`src/rtl/core/qkb_pkg.sv`:
```
// Shared types and constants for the quadrature knob with button block.
// No dependencies; imported by every module under rtl/core.
package qkb_pkg;

  // Register indexes on the configuration port (byte address bit 2)
  localparam logic REG_DEBOUNCE   = 1'b0;
  localparam logic REG_LONG_PRESS = 1'b1;

  localparam logic [7:0]  DEBOUNCE_RESET   = 8'd5;
  localparam logic [15:0] LONG_PRESS_RESET = 16'd100;

  // Accumulator limits for one detent
  localparam logic signed [3:0] ACC_CW_LIMIT  = 4'sd4;
  localparam logic signed [3:0] ACC_CCW_LIMIT = -4'sd4;

  // Step per transition, indexed by {previous_phase, current_phase}
  localparam logic signed [1:0] STEP_TABLE [16] = '{
    2'sd0,  -2'sd1, 2'sd1,  2'sd0,
    2'sd1,  2'sd0,  2'sd0,  -2'sd1,
    -2'sd1, 2'sd0,  2'sd0,  2'sd1,
    2'sd0,  2'sd1,  -2'sd1, 2'sd0
  };

  // Event bits, same order as the pending word: long, short, ccw, cw
  typedef struct packed {
    logic long_p;
    logic short_p;
    logic ccw;
    logic cw;
  } qkb_evt_t;

  typedef struct packed {
    logic [7:0]  debounce_ticks;
    logic [15:0] long_press_ticks;
  } qkb_cfg_t;

endpackage

```
`src/rtl/core/qkb_cfg.sv`:
```
// Configuration registers behind the APB-style port.
// Depends on qkb_pkg.
module qkb_cfg
  import qkb_pkg::*;
(
  input  logic        clk,
  input  logic        rst_n,
  input  logic        cfg_psel,
  input  logic        cfg_penable,
  input  logic        cfg_pwrite,
  input  logic [2:0]  cfg_paddr,
  input  logic [31:0] cfg_pwdata,
  output logic [31:0] cfg_prdata,
  output logic        cfg_pready,
  output qkb_cfg_t    cfg
);

  logic [7:0]  debounce_r,   debounce_nxt;
  logic [15:0] long_press_r, long_press_nxt;
  logic        wr_en;

  assign cfg_pready = 1'b1;
  assign wr_en = cfg_psel && cfg_penable && cfg_pwrite;

  always_comb begin
    debounce_nxt   = debounce_r;
    long_press_nxt = long_press_r;
    if (wr_en) begin
      unique case (cfg_paddr[2])
        REG_DEBOUNCE:   debounce_nxt   = cfg_pwdata[7:0];
        REG_LONG_PRESS: long_press_nxt = cfg_pwdata[15:0];
        default: ;
      endcase
    end
  end

  always_comb begin
    unique case (cfg_paddr[2])
      REG_DEBOUNCE:   cfg_prdata = {24'd0, debounce_r};
      REG_LONG_PRESS: cfg_prdata = {16'd0, long_press_r};
      default:        cfg_prdata = 32'd0;
    endcase
  end

  always_ff @(posedge clk) begin
    if (!rst_n) begin
      debounce_r   <= DEBOUNCE_RESET;
      long_press_r <= LONG_PRESS_RESET;
    end else begin
      debounce_r   <= debounce_nxt;
      long_press_r <= long_press_nxt;
    end
  end

  assign cfg.debounce_ticks   = debounce_r;
  assign cfg.long_press_ticks = long_press_r;

endmodule

```
`src/rtl/core/qkb_rotary.sv`:
```
// Quadrature phase decoder: transition lookup and detent accumulator.
// Depends on qkb_pkg (STEP_TABLE, qkb_evt_t).
module qkb_rotary
  import qkb_pkg::*;
(
  input  logic     clk,
  input  logic     rst_n,
  input  logic     tick,
  input  logic     primed,
  input  logic     phase_a,
  input  logic     phase_b,
  output qkb_evt_t evt
);

  logic [1:0]        prev_r, prev_nxt;
  logic signed [3:0] acc_r,  acc_nxt;
  logic [1:0]        phase;
  logic signed [1:0] step;
  logic signed [3:0] sum;

  assign phase = {phase_b, phase_a};
  assign step  = STEP_TABLE[{prev_r, phase}];
  assign sum   = acc_r + 4'(step);

  always_comb begin
    prev_nxt = prev_r;
    acc_nxt  = acc_r;
    evt      = '0;
    if (tick) begin
      prev_nxt = phase;
      if (primed && step != 2'sd0) begin
        acc_nxt = sum;
        if (sum >= ACC_CW_LIMIT) begin
          evt.cw  = 1'b1;
          acc_nxt = 4'sd0;
        end else if (sum <= ACC_CCW_LIMIT) begin
          evt.ccw = 1'b1;
          acc_nxt = 4'sd0;
        end
      end
    end
  end

  always_ff @(posedge clk) begin
    if (!rst_n) begin
      prev_r <= 2'd0;
      acc_r  <= 4'sd0;
    end else begin
      prev_r <= prev_nxt;
      acc_r  <= acc_nxt;
    end
  end

endmodule

```
`src/rtl/core/qkb_switch.sv`:
```
// Push switch debounce and long-press hold counter.
// Depends on qkb_pkg (qkb_cfg_t, qkb_evt_t).
module qkb_switch
  import qkb_pkg::*;
(
  input  logic     clk,
  input  logic     rst_n,
  input  logic     tick,
  input  logic     primed,
  input  logic     switch_level,
  input  qkb_cfg_t cfg,
  output qkb_evt_t evt
);

  logic        raw_r,    raw_nxt;
  logic        stable_r, stable_nxt;
  logic [7:0]  deb_r,    deb_nxt;
  logic [15:0] hold_r,   hold_nxt;
  logic        lr_r,     lr_nxt;
  logic        pressed;
  logic [7:0]  deb_inc;
  logic [15:0] hold_inc;

  assign pressed  = !switch_level;
  assign deb_inc  = deb_r + 8'd1;
  assign hold_inc = (hold_r < cfg.long_press_ticks) ? hold_r + 16'd1 : hold_r;

  always_comb begin
    raw_nxt    = raw_r;
    stable_nxt = stable_r;
    deb_nxt    = deb_r;
    hold_nxt   = hold_r;
    lr_nxt     = lr_r;
    evt        = '0;
    if (tick) begin
      if (!primed) begin
        raw_nxt    = pressed;
        stable_nxt = pressed;
        deb_nxt    = 8'd0;
        hold_nxt   = 16'd0;
        lr_nxt     = 1'b0;
      end else if (pressed != raw_r) begin
        raw_nxt = pressed;
        deb_nxt = 8'd0;
      end else if (deb_r < cfg.debounce_ticks) begin
        deb_nxt = deb_inc;
        if (deb_inc >= cfg.debounce_ticks && stable_r != raw_r) begin
          stable_nxt = raw_r;
          if (raw_r) begin
            hold_nxt = 16'd0;
            lr_nxt   = 1'b0;
          end else if (!lr_r) begin
            evt.short_p = 1'b1;
          end
        end
      end else if (stable_r && !lr_r) begin
        // settled press: count toward the long-press threshold
        hold_nxt = hold_inc;
        if (hold_inc >= cfg.long_press_ticks) begin
          evt.long_p = 1'b1;
          lr_nxt     = 1'b1;
        end
      end
    end
  end

  always_ff @(posedge clk) begin
    if (!rst_n) begin
      raw_r    <= 1'b0;
      stable_r <= 1'b0;
      deb_r    <= 8'd0;
      hold_r   <= 16'd0;
      lr_r     <= 1'b0;
    end else begin
      raw_r    <= raw_nxt;
      stable_r <= stable_nxt;
      deb_r    <= deb_nxt;
      hold_r   <= hold_nxt;
      lr_r     <= lr_nxt;
    end
  end

endmodule

```
`src/rtl/core/quadrature_knob_with_button.sv`:
```
// Top level of the quadrature knob with debounced push button.
// Depends on qkb_pkg, qkb_cfg, qkb_rotary and qkb_switch.

// Each request on the in_ channel is one poll tick of the knob pins: the A/B
// phases, the active-low switch level, and func (1 = report and clear the
// pending events). Every request yields exactly one result on the out_
// channel with the events pending after that tick, and taken = func. The
// first tick after reset only captures the pins. A detent is four valid
// phase steps in one direction; a press needs debounce_ticks equal samples
// to settle, and a long press fires after long_press_ticks further ticks of
// a settled press (no short press is then reported on release). Decode runs
// in single-pass logic between the running state and the result register,
// so a request can be accepted in every cycle in which in_stall is low.
// in_stall rises only while a result is held by out_stall.
// Registers: 0x0 debounce_ticks (8 bit, reset 5), 0x4 long_press_ticks
// (16 bit, reset 100). Write them only while the block is idle.
module quadrature_knob_with_button
  import qkb_pkg::*;
(
  input  logic        clk,
  input  logic        rst_n,
  // input channel
  input  logic        in_valid,
  output logic        in_stall,
  input  logic        in_func,
  input  logic        in_phase_a,
  input  logic        in_phase_b,
  input  logic        in_switch_level,
  // result channel
  output logic        out_valid,
  input  logic        out_stall,
  output logic        out_turned_cw,
  output logic        out_turned_ccw,
  output logic        out_short_press,
  output logic        out_long_press,
  output logic        out_taken,
  // configuration
  input  logic        cfg_psel,
  input  logic        cfg_penable,
  input  logic        cfg_pwrite,
  input  logic [2:0]  cfg_paddr,
  input  logic [31:0] cfg_pwdata,
  output logic [31:0] cfg_prdata,
  output logic        cfg_pready
);

  qkb_cfg_t cfg;
  qkb_evt_t rot_evt, sw_evt, ev_now;
  qkb_evt_t pending_r, pending_nxt;
  qkb_evt_t res_r, res_nxt;
  logic     primed_r, primed_nxt;
  logic     out_valid_r, out_valid_nxt;
  logic     taken_r, taken_nxt;
  logic     tick;

  // Result register frees up when empty or drained in this cycle
  assign in_stall = out_valid_r && out_stall;
  assign tick     = in_valid && !in_stall;

  qkb_cfg u_cfg (
    .clk        (clk),
    .rst_n      (rst_n),
    .cfg_psel   (cfg_psel),
    .cfg_penable(cfg_penable),
    .cfg_pwrite (cfg_pwrite),
    .cfg_paddr  (cfg_paddr),
    .cfg_pwdata (cfg_pwdata),
    .cfg_prdata (cfg_prdata),
    .cfg_pready (cfg_pready),
    .cfg        (cfg)
  );

  qkb_rotary u_rotary (
    .clk    (clk),
    .rst_n  (rst_n),
    .tick   (tick),
    .primed (primed_r),
    .phase_a(in_phase_a),
    .phase_b(in_phase_b),
    .evt    (rot_evt)
  );

  qkb_switch u_switch (
    .clk         (clk),
    .rst_n       (rst_n),
    .tick        (tick),
    .primed      (primed_r),
    .switch_level(in_switch_level),
    .cfg         (cfg),
    .evt         (sw_evt)
  );

  // Sticky events: new ones merge in, a take clears after reporting
  assign ev_now = pending_r | rot_evt | sw_evt;

  always_comb begin
    primed_nxt    = primed_r;
    pending_nxt   = pending_r;
    res_nxt       = res_r;
    taken_nxt     = taken_r;
    out_valid_nxt = out_valid_r && out_stall;
    if (tick) begin
      primed_nxt    = 1'b1;
      pending_nxt   = in_func ? qkb_evt_t'('0) : ev_now;
      res_nxt       = ev_now;
      taken_nxt     = in_func;
      out_valid_nxt = 1'b1;
    end
  end

  always_ff @(posedge clk) begin
    if (!rst_n) begin
      primed_r    <= 1'b0;
      pending_r   <= '0;
      out_valid_r <= 1'b0;
    end else begin
      primed_r    <= primed_nxt;
      pending_r   <= pending_nxt;
      out_valid_r <= out_valid_nxt;
    end
  end

  // result payload, no reset needed
  always_ff @(posedge clk) begin
    res_r   <= res_nxt;
    taken_r <= taken_nxt;
  end

  assign out_valid       = out_valid_r;
  assign out_turned_cw   = res_r.cw;
  assign out_turned_ccw  = res_r.ccw;
  assign out_short_press = res_r.short_p;
  assign out_long_press  = res_r.long_p;
  assign out_taken       = taken_r;

  // A take leaves nothing pending
  a_take_clears: assert property (@(posedge clk) disable iff (!rst_n)
    (tick && in_func) |=> (pending_r == qkb_evt_t'('0)))
    else $error("pending events survived a take");

  // Without a take no pending event is lost
  a_sticky: assert property (@(posedge clk) disable iff (!rst_n)
    (rst_n && !(tick && in_func)) |=> ((pending_r & $past(pending_r)) == $past(pending_r)))
    else $error("pending event dropped without a take");

  // Each request yields a result that reports its func as taken
  a_result: assert property (@(posedge clk) disable iff (!rst_n)
    tick |=> (out_valid && (out_taken == $past(in_func))))
    else $error("result missing or taken flag wrong");

  // Result reports everything that was pending before the tick
  a_report: assert property (@(posedge clk) disable iff (!rst_n)
    tick |=> ((res_r & $past(pending_r)) == $past(pending_r)))
    else $error("pending event not reported");

endmodule
```
`config.mk`:
```
export PLATFORM = sky130hd
export DESIGN_NAME = quadrature_knob_with_button
export DESIGN_NICKNAME = d
export VERILOG_FILES = /design/src/rtl/core/qkb_pkg.sv /design/src/rtl/core/qkb_cfg.sv /design/src/rtl/core/qkb_rotary.sv /design/src/rtl/core/qkb_switch.sv /design/src/rtl/core/quadrature_knob_with_button.sv
export SDC_FILE = /design/constraint.sdc
export NUM_CORES = 1
export LEC_CHECK = 0
export ABC_AREA = 1
export BUFFER_PORTS_ARGS = -buffer_cell sky130_fd_sc_hd__clkbuf_2
export CAP_MARGIN = 20
export CORE_ASPECT_RATIO = 0.6
export CORE_MARGIN = 8
export CORE_UTILIZATION = 25
export CTS_CLUSTER_SIZE = 28
export DETAILED_ROUTE_END_ITERATION = 8
export GPL_TIMING_DRIVEN = 0
export PLACE_DENSITY = 0.45
export SLEW_MARGIN = 15
export SYNTH_ARGS = -nofsm -noshare
export SYNTH_HDL_FRONTEND = slang
export SYNTH_SLANG_ARGS = --single-unit
export TNS_END_PERCENT = 20
```
`constraint.sdc`:
```
create_clock -name clk -period 2.9 [get_ports clk]
set_clock_uncertainty 0.05 [all_clocks]
set_input_delay 0.58 -clock clk [delete_from_list [all_inputs] [get_ports clk]]
set_output_delay 0.58 -clock clk [all_outputs]
set_load 0.005 [all_outputs]
```
==> metrics.md <==
| Metric | Value |
|---|---|
| Hold Crit Depth | `1` |
| RSZ-0062 raised after global routing | `true` |
| Final period utilization | `106%` |
| CTS tree | `yes` |
| Flops & latches, synth | `68` |
| Seq/Total Area, Yosys | `28.8%` |
| Die height | `124 um` |
| Netlist cell types | `37` |
| Die area | `24500 sq um` |
| Relative slew slack | `48.0%` |
| Antenna cells | `0` |
| Cell area after layout | `6810 sq um` |
| WL/cell | `14.5 um` |
| Fillcell total | `2055` |
| Port Buffer Count | `48` |
| Grt ovf | `0` |
| Startpoint Class | `flop` |
| Final GP Congestion | `0.823` |
| Violated checks | `setup timing` |
| DRC Markers | `0` |
| Largest net degree at the start of global routing | `15` |
| Cell row count | `39` |
| First-pass GRT wire length | `24700 um` |
| Maximum clock frequency | `325 MHz` |
| Area delta synth->final | `39.0%` |
| Drt first-iter violations | `343` |
| Synth Cell Area | `4900 sq um` |
| Post-DP HPWL | `11800 um` |
| Initial core utilization | `25.6%` |
| Minimum clock period | `3.08 ns` |
| Final Setup Violations | `3` |
| Synth warn | `0` |
| Hold_sp | `in_func` |
| Initial antenna violation count | `0` |
| Fin nets | `920` |
| Clock buffer count from CTS | `9` |
| Fin. max-slew vios | `0` |
| Register-to-Register Setup Slack | `-0.18 ns` |
| Max Fanout on Critical Path | `6` |
| Reg clk slew, reported paths | `0.06 ns` |
| Leak | `3.16 nW` |
| Outcome | `finished with violations` |
| Max-cap violations | `0` |
| Post-DR vias/cell | `4.36` |
| Reg2reg start | `u_switch.hold_r[9]` |
| RR Endpoint | `out_long_press` |
| Die W | `197 um` |
| Worst Path Required | `2.95 ns` |
| Dpl cells | `1041` |
| Syn Area/Cell | `6.89 sq um` |
| Hold Buf Count CTS | `0` |
| Reg2Reg Depth | `20` |
| Non-filler cells, final | `1088` |
| Final WL | `15800 um` |
| Synth Instances | `712` |
| Worst slew pin tran | `0.780 ns` |
| Register Area | `1440 sq um` |
| Hold Path End | `out_taken` |
| Peak VDD IR | `0.323 mV` |
| Total number of vias | `4740` |
| Worst skew pair latency | `0.33 ns` |
| Setup ws final | `-0.180 ns` |
| WS Path Type | `flop to flop` |
| GRT Overall Usage | `12.6%` |
| CORE AREA | `19100 sq um` |
| # clock sinks | `68` |
| Max Root-Sink Buffers | `2` |
| Pwr per Cell Area | `368 nW/um^2` |
| I/O pin cnt | `86` |
| # H-tree levels | `3` |
| Multi-input logic area | `3490 sq um` |
| Crit path capture type | `flop` |
| Placed inst area | `5550 sq um` |
| Number of global-route vias before repair | `4396` |
| Final Hold Viols | `0` |
| First drt pass iteration count | `5` |
| Arrival @ worst endpoint | `3.13 ns` |
| Clock root buffer | `clkbuf_16` |
| Share of layout cells above drive strength 1 | `30.3%` |
| Post-DRT Antenna Nets | `0` |
| HP Class | `primary input to flop` |
## power breakdown
group	total, mW	leakage, nW	internal [mW]	switching [mW]
registers	0.989	0.570	0.971	0.0175
logic	0.362	2.44	0.142	0.220
clock network	1.16	0.147	0.719	0.439
## repair_timing
action                     CTS  global route
pin swaps                   32            33
setup endpoints to repair   13            25
gates cloned                 2             0
gates resized for setup     99            61
setup buffers               15            15
## synth_stat cells, drive strengths merged
master,n,area [sq um]
a21o,1,7.51
o21ai,41,205
inv,114,428
nor4,1,6.26
nand3b,2,15.0
and2,1,6.26
nor2b,2,12.5
a32oi,1,27.5
xor2,22,193
conb,2,7.51
a41o,1,10.0
nand3,54,280
buf,24,161
a31o,1,8.76
a21boi,1,7.51
nand2,167,632
ha,56,701
xnor2,4,35.0
edfxtp,5,150
fa,1,20.0
dfxtp,63,1260
nor2,31,124
nand4,7,43.8
clkinv,1,3.75
o21bai,3,22.5
a21oi,80,404
nor3,8,40.0
clkbuf,12,45.0
or2,3,21.3
o21a,3,22.5
## cell families (layout without fill, tap and decap cells)
group / Yosys count / in the layout / share of synthesized area (%)
flops: 68 / 68 / 28.8
compound gates: 132 / 132 / 14.6
other cells: 2 / 17 / 0.153
buf+inv: 151 / 246 / 13.0
xor+xnor: 26 / 26 / 4.65
simple gates: 276 / 276 / 24.1
fa+ha+maj: 57 / 57 / 14.7
## worst max-delay path by stage
stage                                     start              to  slack (ns)  cells past startpoint
after floorplan           u_cfg.long_press_r[9]  out_long_press       0.003                     20
after global placement       u_switch.hold_r[9]  out_long_press       -0.78                     19
after detailed placement     u_switch.hold_r[9]  out_long_press       -0.77                     19
after CTS                 u_cfg.long_press_r[1]  out_long_press       -0.17                     23
after global routing         u_switch.hold_r[5]   u_switch.lr_r       -0.39                     19
final                        u_switch.hold_r[9]  out_long_press       -0.18                     20
## registers in the layout, summed over array words and instances (netlist names), 2 cells and up
signal,cells
u_switch.deb_r,8
pending_r,4
u_cfg.long_press_r,16
u_rotary.prev_r,2
u_rotary.acc_r,4
u_switch.hold_r,16
u_cfg.debounce_r,8
## layout make-up
type	count	area share, %
Buffer	35	3.31
Clock buffer	11	3.73
Clock inverter	5	0.863
Inverter	115	6.52
Multi-Input combinational cell	508	51.3
Sequential cell	68	21.1
Tap cell	266	4.89
Timing Repair Buffer	80	8.26
## routing by layer
metal | GRT usage [%] | share of wire (%) | vias to the layer above
met5 | 0 | 0 | -
met1 | 20.7 | 58 | 2135
met3 | 2.94 | 5.2 | 8
met2 | 15.9 | 37 | 117
li1 | - | - | 2480
met4 | 2.03 | 0.32 | 0
## placed cells by master, fill, tap and decap left out, types with 4 or more instances in the layout
cell type / netlist / final
a21oi_1: 79 / 67
a21oi_2: 1 / 13
buf_4: 17 / 38
buf_6: 0 / 10
clkbuf_1: 12 / 13
clkbuf_16: 0 / 10
clkbuf_2: 0 / 48
conb_1: 2 / 17
dfxtp_1: 63 / 44
dfxtp_2: 0 / 17
edfxtp_1: 5 / 5
ha_1: 56 / 33
ha_4: 0 / 23
inv_1: 114 / 94
inv_2: 0 / 15
inv_4: 0 / 5
nand2_1: 165 / 145
nand2_2: 2 / 16
nand2_4: 0 / 4
nand3_1: 52 / 41
nand3_2: 2 / 10
nand4_1: 7 / 7
nor2_1: 28 / 25
nor3_1: 8 / 4
o21ai_0: 41 / 36
xor2_1: 22 / 21
## worst max-delay path, stage by stage, from the launching register on
cell and delay [ns]:
dfxtp_4 0.38, ha_4 0.28, a21oi_2 0.05, nand3b_1 0.16
a21oi_2 0.19, nor2_4 0.08, buf_4 0.14, buf_6 0.12
buf_4 0.13, nand3_2 0.09, nand2_1 0.06, inv_1 0.09
ha_4 0.21, a21oi_1 0.11, o21ai_1 0.13, o21ai_2 0.17
nand3_2 0.11, nand2_1 0.09, inv_2 0.06, nor2_4 0.11
inv_1 0.04
## stage by stage
stage          TNS, ns  setup slack, ns  total power [mW]  utilization (%)  hold slack, ns
3_3_place_gp     -4.62           -0.776              1.32             29.0           0.393
5_1_grt          -1.16           -0.389              2.64             35.6           0.389
2_1_floorplan        0          0.00294              1.22                -           0.372
6_report        -0.502           -0.180              2.51             35.6           0.398
3_5_place_dp     -3.83           -0.772              1.32             29.0           0.402
4_1_cts         -0.409           -0.174              2.51             33.7           0.392
Power figures use the tool's default switching activity.
